## src/sv/trial_division_prime_test_defines.svh

```systemverilog
// Assertion macros shared by the trial division prime tester RTL.
// Clocked on aclk, disabled while aresetn is low; no other dependencies.
`ifndef TRIAL_DIVISION_PRIME_TEST_DEFINES_SVH
`define TRIAL_DIVISION_PRIME_TEST_DEFINES_SVH

// Same-cycle implication
`define TDPT_ASSERT_NOW(label, ante, cons, msg) \
    label: assert property (@(posedge aclk) disable iff (!aresetn) (ante) |-> (cons)) \
        else $error(msg);

// Next-cycle implication
`define TDPT_ASSERT_NEXT(label, ante, cons, msg) \
    label: assert property (@(posedge aclk) disable iff (!aresetn) (ante) |=> (cons)) \
        else $error(msg);

`endif

```

## src/sv/tdpt_pkg.sv

```systemverilog
// Package for the trial division prime tester: widths, defaults, FSM state type
// and the divider status struct. No dependencies.
`timescale 1ns / 1ps

package tdpt_pkg;

    localparam int CAND_W            = 32;  // candidate / tested value field width
    localparam int VALUE_WIDTH_DEF   = 32;  // default working width

    typedef enum logic [1:0] {
        ST_IDLE,
        ST_START,
        ST_DIV,
        ST_DONE
    } tdpt_state_t;

    typedef struct packed {
        logic busy;
        logic done;
    } div_status_t;

endpackage

```

## src/sv/tdpt_divider.sv

```systemverilog
// Restoring radix-2 divider, one quotient bit per cycle, for the prime tester.
// Depends on tdpt_pkg (div_status_t) and trial_division_prime_test_defines.svh.
`timescale 1ns / 1ps
`include "trial_division_prime_test_defines.svh"

module tdpt_divider
    import tdpt_pkg::*;
#(
    parameter int NW = VALUE_WIDTH_DEF
) (
    input  logic          aclk,
    input  logic          aresetn,
    input  logic          start,
    input  logic [NW-1:0] dividend,
    input  logic [NW-1:0] divisor,
    output logic [NW-1:0] quotient,
    output logic [NW-1:0] remainder,
    output div_status_t   status
);

    localparam int CW = $clog2(NW + 1);

    logic [CW-1:0] cnt_reg, cnt_next;
    logic          done_reg, done_next;
    logic [NW-1:0] quo_reg, quo_next;
    logic [NW-1:0] rem_reg, rem_next;
    logic [NW-1:0] dvs_reg, dvs_next;
    logic [NW:0]   trial;
    logic          fits;

    assign trial = {rem_reg, quo_reg[NW-1]};
    assign fits  = (trial >= {1'b0, dvs_reg});

    always_comb begin
        cnt_next  = cnt_reg;
        done_next = 1'b0;
        quo_next  = quo_reg;
        rem_next  = rem_reg;
        dvs_next  = dvs_reg;
        if (start) begin
            cnt_next = CW'(NW);
            quo_next = dividend;
            rem_next = '0;
            dvs_next = divisor;
        end else if (cnt_reg != '0) begin
            // shift in the next dividend bit, subtract when it fits
            if (fits) begin
                rem_next = NW'(trial - {1'b0, dvs_reg});
            end else begin
                rem_next = trial[NW-1:0];
            end
            quo_next  = {quo_reg[NW-2:0], fits};
            cnt_next  = cnt_reg - 1'b1;
            done_next = (cnt_reg == CW'(1));
        end
    end

    always_ff @(posedge aclk) begin
        if (!aresetn) begin
            cnt_reg  <= '0;
            done_reg <= 1'b0;
        end else begin
            cnt_reg  <= cnt_next;
            done_reg <= done_next;
        end
        quo_reg <= quo_next;
        rem_reg <= rem_next;
        dvs_reg <= dvs_next;
    end

    assign quotient    = quo_reg;
    assign remainder   = rem_reg;
    assign status.busy = (cnt_reg != '0);
    assign status.done = done_reg;

    `TDPT_ASSERT_NEXT(a_start_busy, start, status.busy, "divider not busy after start")
    `TDPT_ASSERT_NEXT(a_done_idle, status.done, !status.busy, "divider busy after done")
    `TDPT_ASSERT_NOW(a_rem_bound, status.done && (dvs_reg != '0), rem_reg < dvs_reg,
        "remainder not below divisor")

endmodule

```

## config.mk

```make
export PLATFORM = sky130hd
export DESIGN_NAME = tdpt_divider
export DESIGN_NICKNAME = d
export VERILOG_FILES = /design/src/sv/tdpt_pkg.sv /design/src/sv/tdpt_divider.sv
export VERILOG_INCLUDE_DIRS = /design/src /design/src/sv
export SDC_FILE = /design/constraint.sdc
export NUM_CORES = 1
export LEC_CHECK = 0
export ABC_AREA = 1
export BUFFER_PORTS_ARGS = -buffer_cell sky130_fd_sc_hd__buf_2
export CAP_MARGIN = 20
export CORE_MARGIN = 4
export CORE_UTILIZATION = 50
export DETAILED_ROUTE_END_ITERATION = 10
export PLACE_DENSITY_LB_ADDON = 0.12
export SKIP_LAST_GASP = 1
export SYNTH_ARGS = -nofsm -noshare
export SYNTH_HDL_FRONTEND = slang
export SYNTH_SLANG_ARGS = --single-unit
```

## constraint.sdc

```tcl
create_clock -name aclk -period 1.8 [get_ports aclk]
set_input_delay 0.18 -clock aclk [delete_from_list [all_inputs] [get_ports aclk]]
set_output_delay 0.18 -clock aclk [all_outputs]
set_load 0.03 [all_outputs]
```

Word level (Yosys, flattened, before mapping)
Index checks and enable logic that the tools add are counted.

word-level totals
  output and inout bits = 66
  register bits = 103
  input port bits = 67

cells by class
  reduce and logical (&&, ||, !) cells = 4
  mux-type cells = 5
  bitwise logic cells = 2
  magnitude comparators = 1
  eq/ne operators = 1
  $add $sub $neg = 2

operators with widths
  cell                                                                 count
  32-bit two-way mux                                                   3
  33-bit by 32-bit greater-or-equal comparator with 1-bit output       1
  32-bit subtractor                                                    1
  6-bit two-way mux                                                    2
  6-bit by 1-bit == test with 1-bit output (second input constant)     1
  6-bit nonzero test                                                   1
  6-bit by 1-bit subtractor with 6-bit output (second input constant)  1
  3-bit OR reduction                                                   1
  1-bit inverter                                                       2
  2-bit nonzero test                                                   1
  2-bit OR reduction                                                   1

Depth between registers and ports, before layout
Gate-level depths: netlist of run 1.

  word-level depth = 3
  depth in mapped cells = 17
  depth with buffers taken out = 16

Least setup slack after synthesis of run 1
OpenSTA, ideal clock, no wires.

  path type = register to register
  start point = register quo_reg[31] (netlist: quotient[31])
  end point = register rem_reg[28] (netlist: remainder[28])
  period minus slack after synthesis = 2.198 ns
  slack = -0.398 ns
  arrival time = 2.085 ns
  library setup time = 0.112 ns
  cell stages (with the launch flop) = 16
  path buffers = 0
  path through = edfxtp_1 inv_1 ha_1 fa_1 inv_1 nand3_1 nand3_1 nand2_1 nand2_1 nand2_1 nand2_1 nand2_1 nand3_1 nand3_1 nand2_1 nand2_1

between the ends
  longest elaborated chain between the ends = 2

RTL lines
  what                                                                                                 line                                    text
  start, declared                                                                                      tdpt_divider.sv:25                      logic [NW-1:0] quo_reg, quo_next;
  start signal, assigned                                                                               tdpt_divider.sv:66                      quo_reg <= quo_next;
  32-bit subtractor or 33-bit by 32-bit greater-or-equal comparator with 1-bit output (tied branches)  tdpt_divider.sv:48, tdpt_divider.sv:32
  32-bit two-way mux *                                                                                 tdpt_divider.sv:47                      if (fits) begin
  end signal, assigned                                                                                 tdpt_divider.sv:67                      rem_reg <= rem_next;
  end, declared                                                                                        tdpt_divider.sv:26                      logic [NW-1:0] rem_reg, rem_next;

Every way passes the cells marked *; elsewhere a longest branch is shown, timed or not.
A chain may end at the register's enable or synchronous reset.

Worst setup path after layout of run 1
  start point = register dvs_reg[0]
  end point = register rem_reg[20] (netlist: remainder[20])

between the ends
  longest elaborated chain between the ends = 2

RTL lines
  what                                                                                                 line                                    text
  start, declared                                                                                      tdpt_divider.sv:27                      logic [NW-1:0] dvs_reg, dvs_next;
  start signal, assigned                                                                               tdpt_divider.sv:68                      dvs_reg <= dvs_next;
  32-bit subtractor or 33-bit by 32-bit greater-or-equal comparator with 1-bit output (tied branches)  tdpt_divider.sv:48, tdpt_divider.sv:32
  32-bit two-way mux *                                                                                 tdpt_divider.sv:47

Marked as above.

==> impl_metrics.toml, run 1 <==
[synthesis]
synth.avg_cell_area_um2 = 6.94
yosys_warnings = 0
synth_cells = 998
netlist_area_um2 = 6920
synthDistinctLibCells = 38
async_flop_share_pct = 0
ys_seq_area_share_pct = 39.0
synth_edf_count = 64
syn_nets = 1100
ys_ff_latch = 103
ys.flop_type = "edfxtp_1"

[clock_network]
cts_buffer_depth = 2
clock_sinks = 103
cts_tree = "done"
cts-root-buf = "clkbuf_16"
htree_levels = 3
clk_pin_slew_worst_paths_ns = 0.08
clock_latency_ns = 0.37
cts_buffers = 9

[power_and_ir_drop]
intPower_uw = 7210
p_total_uw = 12600
p_comb_share_pct = 56.7
power_frac_seq_pct = 26.8
p_leak_uw = 0.00581
irDropWorstVdd_mv = 1.11
switching_share_pct = 42.9
power.density_nw_per_um2 = 1160
switchingPower_uw = 5410
clockPowerShare_pct = 16.5

[floorplanning]
rows = 42
io_pins = 133
core_area_um2 = 13400
die_w_um = 126
fp.dieH_um = 126
initial_core_util_pct = 51.7
die_area_um2 = 15800

[finish]
fillCellCount = 909
diodes = 0
nets = 1418
register_area_um2 = 2790
multi_input_area_um2 = 4390
drive_gt1_share_pct = 42.5
syn_to_final_growth_pct = 57.0

[placement]
portBuffers = 132
hpwl_um = 15300
pre_cts_slack_ns = -0.312
finalWeightedCongestion = 0.929

[routing]
wl_per_cell_um = 15.4
drt_iter0_drc = 460
drc_errors = 0
drtAntennaViolNets = 0
wl_um = 23000
dr.pass1.iters = 5
post_drt_via_cell_ratio = 5.06
vias = 7572

[sta]
hold_violations = 0
slew_headroom_pct = 78.7
grt_setup_unrepaired = "yes"
tightest_slew_ns = 0.320
fmax_mhz = 477
min_period_over_period_pct = 116
finalSetupViolCount = 33
slew_violations = 0
fin_ws_ns = -0.297
skew_ns = 0.0126
holdWs_ns = 0.0527
layout_min_cycle_time_ns = 2.10

[global_route]
grt_max_degree = 34
grtUsageTotal_pct = 27.7
gr-total-overflow = 0
grt_first_pass_wirelength_um = 35400
antenna_found_initial = 0
first_global_vias = 7313

[setup_path]
worstPathMaxFanout = 4
critPathLaunchType = "register"
cp-end-kind = "register"
crit_arrival_ns = 2.35
slowest_stage = "edfxtp_1"
critical_path.most_common_cell = "nand2_1"
critical_path_class = "reg2reg"
max_stage_delay_ns = 0.42
regToRegSetupSlack_ns = -0.30
critPathRequiredTime_ns = 2.06
crit_chain = "ha_4 -> fa_2 -> inv_2 -> nand3_2 -> nand3_4 -> buf_6 -> nand4_1 -> nand3_1 -> nand2_1 -> nand2_1 -> nand2_1 -> nand3_1 -> nand2_1"
reg2reg_depth = 13

[worst_hold_path]
min_path_cells = 3
hp-class = "in2reg"

[outcome]
failed_checks = "negative setup slack"
status = "finished with violations"

[job]
drv_cap = 0
[power groups by stage]
stage / registers (uW) / clock network [uW] / logic [uW]
final: 3380 / 2080 / 7160
after global routing: 3440 / 2200 / 7700
after CTS: 3380 / 2100 / 6470
after detailed placement: 3390 / 0 / 5640
after global placement: 3390 / 0 / 5560
after floorplan: 4080 / 0 / 2910
[stage by stage]
stage	std cells	utilization, %	TNS, ns	area (um^2)
after floorplan	998	-	-2.06	7350
after global placement	1416	68.0	-6.03	9110
after detailed placement	1416	68.0	-8.38	9110
after CTS	1486	77.6	-5.84	10400
after global routing	1497	81.1	-10.12	10900
final	1497	81.1	-7.30	10900
[layer usage]
metal / vias to the layer above / routed length [um] / global-route usage (%)
met5: - / 0 / 0
met4: 0 / 908 / 9.12
met3: 60 / 1630 / 4.83
met2: 289 / 11200 / 49.4
met1: 3499 / 9230 / 33.9
li1: 3724 / - / -
[cell usage after synthesis (2+ instances only)]
master    count  area share [%]
nand3b_1     15             1.6
o21ai_0       7            0.51
inv_2         3            0.16
o21bai_1      2            0.22
clkinv_1      4            0.22
o21ai_1       9            0.65
ha_1         34             6.1
nand2_4       2            0.33
clkbuf_1      8            0.43
a21oi_1      24             1.7
nand3_2       5            0.72
and2_1        2            0.18
edfxtp_1     64              28
nand2_1     405              22
nand2_2      10            0.90
dfxtp_1      39              11
buf_2         6            0.43
xnor2_1      14             1.8
nor2_2       11            0.99
nand3_1      76             5.5
buf_4         4            0.43
inv_1       179             9.7
buf_6         5            0.81
a21oi_2       2            0.25
nand4_1      10            0.90
nor2_1       46             2.5
[layout make-up]
| class | instances | area share (%) |
|---|---|---|
| sequential | 103 | 25.6 |
| multi-input combinational | 689 | 40.4 |
| clock inverter | 6 | 0.668 |
| clock buffer | 10 | 2.20 |
| tap | 176 | 2.03 |
| timing repair buffer | 327 | 22.6 |
| inverter | 186 | 6.44 |
[path summary, 6_finish.rpt]
| kind | from | endpoint |
|---|---|---|
| hold reg to reg | cnt_reg[0]$_SDFFE_PP0P_ | cnt_reg[0]$_SDFFE_PP0P_ |
| setup / recovery | dvs_reg[0]$_DFFE_PP_ | remainder[20]$_SDFFE_PP0P_ |
| hold / removal | aresetn | cnt_reg[5]$_SDFFE_PN0P_ |
| setup reg to reg | dvs_reg[0]$_DFFE_PP_ | remainder[20]$_SDFFE_PP0P_ |
[worst max-delay path, delay by kind of cell (launching register included)]
| family | cells | cell delay, ns |
|---|---|---|
| buffers and inverters | 2 | 0.19 |
| adders and majority gates | 2 | 0.53 |
| and+or+nand+nor | 9 | 0.84 |
| DFF | 1 | 0.42 |
[cells by family (layout without fill, tap and decap cells)]
family / Yosys count / count (layout) / share of synthesized area (%)
simple gates: 589 / 592 / 36.7
buf+inv: 209 / 529 / 12.2
flops: 103 / 103 / 39.0
compound gates: 47 / 47 / 3.67
fa+ha+maj: 35 / 35 / 6.44
xor+xnor: 15 / 15 / 1.90
[cell usage in the layout (no fill, tap or decap), types with 4 or more instances in the layout]
| master | Yosys | layout |
|---|---|---|
| a21oi_1 | 24 | 19 |
| a21oi_2 | 2 | 4 |
| buf_12 | 0 | 9 |
| buf_2 | 6 | 131 |
| buf_4 | 4 | 144 |
| clkbuf_16 | 0 | 12 |
| dfxtp_1 | 39 | 8 |
| dfxtp_2 | 0 | 13 |
| dfxtp_4 | 0 | 18 |
| dlygate4sd3_1 | 0 | 32 |
| edfxtp_1 | 64 | 64 |
| ha_4 | 0 | 31 |
| inv_1 | 179 | 149 |
| inv_2 | 3 | 33 |
| nand2_1 | 405 | 330 |
| nand2_2 | 10 | 64 |
| nand2_4 | 2 | 23 |
| nand2_8 | 1 | 4 |
| nand3_1 | 76 | 55 |
| nand3_2 | 5 | 23 |
| nand3b_1 | 15 | 15 |
| nand4_1 | 10 | 10 |
| nor2_1 | 46 | 35 |
| nor2_2 | 11 | 11 |
| nor2_4 | 1 | 12 |
| o21ai_0 | 7 | 5 |
| o21ai_1 | 9 | 11 |
| xnor2_1 | 14 | 14 |
[what timing repair did]
item / 4_1_cts / 5_1_grt
hold buffers: 31 / 1
cloned: 6 / 3
setup endpoints to repair: 33 / 66
pin swaps: 18 / 45
buffers inserted: 17 / 7
endpoints found under the hold margin: 31 / 1
gates resized for setup: 99 / 101
(Power assumes the default switching activity.)
==> inputs of run 2 (changes only) <==
==> constraint.sdc (replaced) <==
create_clock -name aclk -period 1.8 [get_ports aclk]
set_input_delay 0.18 -clock aclk [delete_from_list [all_inputs] [get_ports aclk]]
set_output_delay 0.18 -clock aclk [all_outputs]
set_load 0.01 [all_outputs]
==> run 2 against run 1 <==
Clock power is 7% lower. Die area stayed put. Maximum frequency is 0.18% higher. Power is 4.2% lower. The run still ends with negative setup slack left. Critical endpoint is now remainder[22]$_SDFFE_PP0P_. Worst setup slack better by 0.0037 ns. Worst hold slack worse by 0.050 ns. Register-to-register slack hardly changed. First-iteration DRC count is 8.3% lower.
==> impl_metrics.toml, run 2 (synthesized netlist as in run 1, its figures left out) <==
[finish]
final_common_cell = "nand2_1"
diodes = 0
final_util_pct = 80.8
drive_gt1_share_pct = 41.2
stdcell_area_um2 = 10800
mostFrequentLayoutCells = "nand2_1 (331), buf_4 (162), inv_1 (155), buf_2 (132), nand2_2 (71)"
nets = 1434
syn_to_final_growth_pct = 56.5
fin_cells = 1513

[setup_path]
critPathLaunchType = "register"
critical_path_class = "reg2reg"
r2r_end = "remainder[22]$_SDFFE_PP0P_"
rr_startpoint = "dvs_reg[3]$_DFFE_PP_"
regToRegSetupSlack_ns = -0.29
reg2reg_depth = 16
worstPathMaxFanout = 5
cp-end-kind = "register"
crit_arrival_ns = 2.35
critPathRequiredTime_ns = 2.06

[placement]
pre_cts_slack_ns = -0.354
placed_cells = 1438
portBuffers = 132
placed_cell_area_um2 = 9160
hpwl_um = 15400
finalWeightedCongestion = 0.992

[clock_network]
cts_buffers = 9
cts_buffer_depth = 2
clock_sinks = 103
clk_pin_slew_worst_paths_ns = 0.08
cts_tree = "done"
cts-root-buf = "clkbuf_16"
htree_levels = 3
clock_latency_ns = 0.37

[sta]
holdWs_ns = 0.00296
grt_setup_unrepaired = "yes"
slew_violations = 0
tightest_slew_ns = 0.337
finalSetupViolCount = 33
fin_ws_ns = -0.293
slew_headroom_pct = 77.6
min_period_over_period_pct = 116
layout_min_cycle_time_ns = 2.09
hold_violations = 0
skew_ns = 0.0117
fmax_mhz = 478

[power_and_ir_drop]
power.density_nw_per_um2 = 1120
intPower_uw = 7270
switchingPower_uw = 4820
irDropWorstVdd_mv = 0.786
p_leak_uw = 0.00577
power_frac_seq_pct = 27.6
p_comb_share_pct = 56.4
clockPowerShare_pct = 16.0
switching_share_pct = 39.8

[worst_hold_path]
hp-class = "in2reg"
hold_start = "divisor[8]"
min_path_cells = 1
hold_end = "dvs_reg[8]$_DFFE_PP_"

[floorplanning]
io_pins = 133
die_area_um2 = 15800
rows = 42
fp.dieH_um = 126
core_area_um2 = 13400
initial_core_util_pct = 51.7
die_w_um = 126

[routing]
drc_errors = 0
drtAntennaViolNets = 0
drt_iter0_drc = 422
wl_um = 22500
vias = 7500
dr.pass1.iters = 6
post_drt_via_cell_ratio = 4.96
wl_per_cell_um = 14.8

[global_route]
grt_first_pass_wirelength_um = 33600
antenna_found_initial = 0
first_global_vias = 7146
grtUsageTotal_pct = 26.1
grt_max_degree = 44
gr-total-overflow = 0

[outcome]
failed_checks = "negative setup slack"
status = "finished with violations"

[job]
drv_cap = 0
[run 2: worst max-delay path by stage]
stage                            from                    endpoint  depth (start not counted)
2_1_floorplan  quotient[31]$_DFFE_PP_  remainder[28]$_SDFFE_PP0P_                         15
3_3_place_gp    dvs_reg[24]$_DFFE_PP_  remainder[25]$_SDFFE_PP0P_                         15
3_5_place_dp    dvs_reg[30]$_DFFE_PP_  remainder[26]$_SDFFE_PP0P_                         14
4_1_cts         dvs_reg[30]$_DFFE_PP_   remainder[5]$_SDFFE_PP0P_                         13
5_1_grt         dvs_reg[30]$_DFFE_PP_  remainder[22]$_SDFFE_PP0P_                         16
6_report         dvs_reg[3]$_DFFE_PP_  remainder[22]$_SDFFE_PP0P_                         16
[run 2: critical path: stages (launching register included)]
cell and delay [ns]:
edfxtp_1 0.35, inv_2 0.05, ha_4 0.28, buf_6 0.11, nand2_2 0.06, nor2_4 0.11, nand3_2 0.09, nor2_2 0.12
nand2_2 0.07, nand2_4 0.09, nor2_8 0.05, buf_12 0.13, nand2_8 0.13, clkbuf_16 0.18, nand2_4 0.05, nand3_2 0.06
nand2_1 0.05
[run 2: power groups by stage]
| stage | registers, uW | logic (uW) | clock network [uW] |
|---|---|---|---|
| CTS | 3310 | 5700 | 1970 |
| detailed placement | 3330 | 5290 | 0 |
| global route | 3380 | 7380 | 2080 |
| global placement | 3330 | 5210 | 0 |
| floorplan | 3510 | 2860 | 0 |
| finish | 3330 | 6810 | 1940 |
[run 2: final cells by class]
type / count / area (um^2)
multi-input cells: 688 / 4330
repair buffers: 344 / 2570
inverters: 186 / 701
clock inverters: 6 / 53.8
fillers: 942 / 2570
clock buffers: 10 / 229
well taps: 176 / 220
flip-flops and latches: 103 / 2720
[run 2: per-layer routing]
metal	wire (um)	GRT usage, %	share of wire [%]
met5	0	0	0
met1	9050	31.3	40
met3	1340	5.46	6.0
met4	823	9.69	3.7
met2	11300	46.1	50
[run 2: timing repair]
action	CTS	global route
hold buffers	29	0
endpoints found under the hold margin	29	0
buffers inserted	6	17
cloned	2	6
gates resized for setup	41	148
setup endpoints to repair	34	57
pin swaps	8	54
[run 2: through the flow]
stage | power (uW) | setup TNS, ns
after floorplan | 6370 | -0.342
after global placement | 8540 | -9.35
after detailed placement | 8630 | -9.98
after CTS | 11000 | -6.91
after global routing | 12800 | -10.58
final | 12100 | -7.91
==> inputs of run 3 (changes only) <==
--- a/config.mk
+++ b/config.mk
@@ -10,7 +10,7 @@
 export BUFFER_PORTS_ARGS = -buffer_cell sky130_fd_sc_hd__buf_2
 export CAP_MARGIN = 20
 export CORE_MARGIN = 4
-export CORE_UTILIZATION = 50
+export CORE_UTILIZATION = 40
 export DETAILED_ROUTE_END_ITERATION = 10
 export PLACE_DENSITY_LB_ADDON = 0.12
 export SKIP_LAST_GASP = 1
==> constraint.sdc (replaced) <==
create_clock -name aclk -period 2.6 [get_ports aclk]
set_input_delay 0.26 -clock aclk [delete_from_list [all_inputs] [get_ports aclk]]
set_output_delay 0.26 -clock aclk [all_outputs]
set_load 0.01 [all_outputs]
==> run 3 against run 2 <==
The run now ends clean. Die area up 23%. Maximum frequency down 11%. Sequential power down 32%. Power down 47%. Clock skew up 0.0039 ns. Worst hold slack better by 0.057 ns. Via count down 16%. Final cell count down 11%. Combinational power down 60%. Flip-flop and latch count unchanged. Sequential share of layout area up 8.2 points. Global-route usage down 6.8 points. Largest power group unchanged.
==> impl_metrics.toml, run 3 (synthesized netlist as in run 1, its figures left out) <==
[setup_path]
critical_path_class = "reg2reg"
crit_arrival_ns = 2.60
regToRegSetupSlack_ns = 0.25
reg2reg_depth = 15
critPathLaunchType = "register"
r2r_end = "remainder[28]$_SDFFE_PP0P_"
cp-end-kind = "register"
worstPathMaxFanout = 4
critPathRequiredTime_ns = 2.86
rr_startpoint = "quotient[31]$_DFFE_PP_"

[global_route]
gr-total-overflow = 0
busiest_layer = "met2"
grt_use_met3_pct = 5.28
gr-usage-met2_pct = 33.1
grt_first_pass_wirelength_um = 30700
grt_max_degree = 41
antenna_found_initial = 0
grtUsageTotal_pct = 19.3
first_global_vias = 6097
met1_usage_pct = 24.9

[clock_network]
ctsHoldBuffers = 0
post_cts_buffers = 0
clock_sinks = 103
cts_tree = "done"
cts-root-buf = "clkbuf_16"
clock_latency_ns = 0.37
htree_levels = 3
clk_pin_slew_worst_paths_ns = 0.08
cts_buffer_depth = 2
cts_buffers = 9
cts_resized = 0

[power_and_ir_drop]
p_comb_share_pct = 42.8
p_total_uw = 6360
power_frac_seq_pct = 35.6
clockPowerShare_pct = 21.6
power.density_nw_per_um2 = 785
switching_share_pct = 40.9
p_leak_uw = 0.00457
switchingPower_uw = 2600
irDropWorstVdd_mv = 0.360
intPower_uw = 3760

[sta]
slew_violations = 0
grt_setup_unrepaired = "no"
tightest_slew_ns = 0.626
slew_headroom_pct = 58.2
hold_violations = 0
finalSetupTns_ns = 0
fin_ws_ns = 0.253
fmax_mhz = 426
layout_min_cycle_time_ns = 2.35
skew_ns = 0.0156
min_period_over_period_pct = 90.3
finalSetupViolCount = 0

[routing]
drc_errors = 0
wl_um = 18600
vias = 6304
wl_per_cell_um = 13.8
drt_iter0_drc = 326
drtAntennaViolNets = 0
post_drt_via_cell_ratio = 4.66
dr.pass1.iters = 4

[finish]
drive_gt1_share_pct = 17.3
fillCellCount = 1789
nets = 1230
multi_input_area_um2 = 3370
stdcell_area_um2 = 8110
diodes = 0
final_util_pct = 48.4
mostFrequentLayoutCells = "nand2_1 (405), inv_1 (179), buf_2 (132), nand3_1 (76), edfxtp_1 (64)"
register_area_um2 = 2700
final_common_cell = "nand2_1"
syn_to_final_growth_pct = 17.2

[outcome]
status = "finished, final reports clean"

[worst_hold_path]
hold_end = "dvs_reg[3]$_DFFE_PP_"
min_path_cells = 1
hold_start = "divisor[3]"
hp-class = "in2reg"

[placement]
placed_cell_area_um2 = 7810
portBuffers = 132
hpwl_um = 14400
finalWeightedCongestion = 0.895
pre_cts_slack_ns = 0.238

[floorplanning]
initial_core_util_pct = 41.3
die_area_um2 = 19500
rows = 47
die_w_um = 140
core_area_um2 = 16800
io_pins = 133
fp.dieH_um = 140

[job]
drv_cap = 0
run 3: cell count changes in the layout (fill, tap and decap cells not counted), sizes merged:
cell	before	now
buf	310	142
clkbuf	15	9
clkinv	7	6
clkinvlp	0	1
dlygate4sd3	29	0
inv	185	186
nand2	420	418
run 3: worst max-delay path by stage:
stage,from,to,slack (ns),cells past startpoint
finish,quotient[31]$_DFFE_PP_,remainder[28]$_SDFFE_PP0P_,0.25,15
global route,dvs_reg[3]$_DFFE_PP_,remainder[31]$_SDFFE_PP0P_,0.08,15
CTS,quotient[31]$_DFFE_PP_,remainder[28]$_SDFFE_PP0P_,0.23,15
detailed placement,quotient[31]$_DFFE_PP_,remainder[28]$_SDFFE_PP0P_,0.24,15
global placement,quotient[31]$_DFFE_PP_,remainder[28]$_SDFFE_PP0P_,0.23,15
floorplan,quotient[31]$_DFFE_PP_,remainder[28]$_SDFFE_PP0P_,0.57,15
run 3: worst max-delay path, cell delays in order, from the launching register on:
cell and delay [ns]:
edfxtp_1 0.34, inv_1 0.06, ha_1 0.22, fa_1 0.40
inv_1 0.09, nand3_1 0.06, nand3_1 0.16, nand2_1 0.08
nand2_1 0.18, nand2_1 0.07, nand2_1 0.13, nand2_1 0.13
nand3_1 0.11, nand3_1 0.08, nand2_1 0.08, nand2_1 0.04
run 3: layout make-up:
type,instances,area share (%)
clock buffer,9,2.78
timing repair buffer,142,9.38
clock inverter,7,0.895
sequential,103,33.3
tap,220,3.39
multi-input combinational,686,41.6
inverter,186,8.61
run 3: power groups by stage:
stage | clock [uW] | combinational [uW] | sequential, uW
2_1_floorplan | 0 | 1850 | 2390
3_3_place_gp | 0 | 2750 | 2300
3_5_place_dp | 0 | 2750 | 2300
4_1_cts | 1420 | 2760 | 2270
5_1_grt | 1490 | 3110 | 2310
6_report | 1370 | 2730 | 2260
run 3: routing by layer:
layer | up-vias | wire (um)
li1 | 3334 | -
met1 | 2839 | 8600
met2 | 121 | 8810
met3 | 10 | 1040
met4 | 0 | 164
met5 | - | 0
run 3: through the flow:
stage	hold WS, ns	cells
final	0.0595	1353
after global routing	0.0389	1353
after CTS	0.0451	1353
after detailed placement	0.438	1337
after global placement	0.437	1337
after floorplan	0.359	998
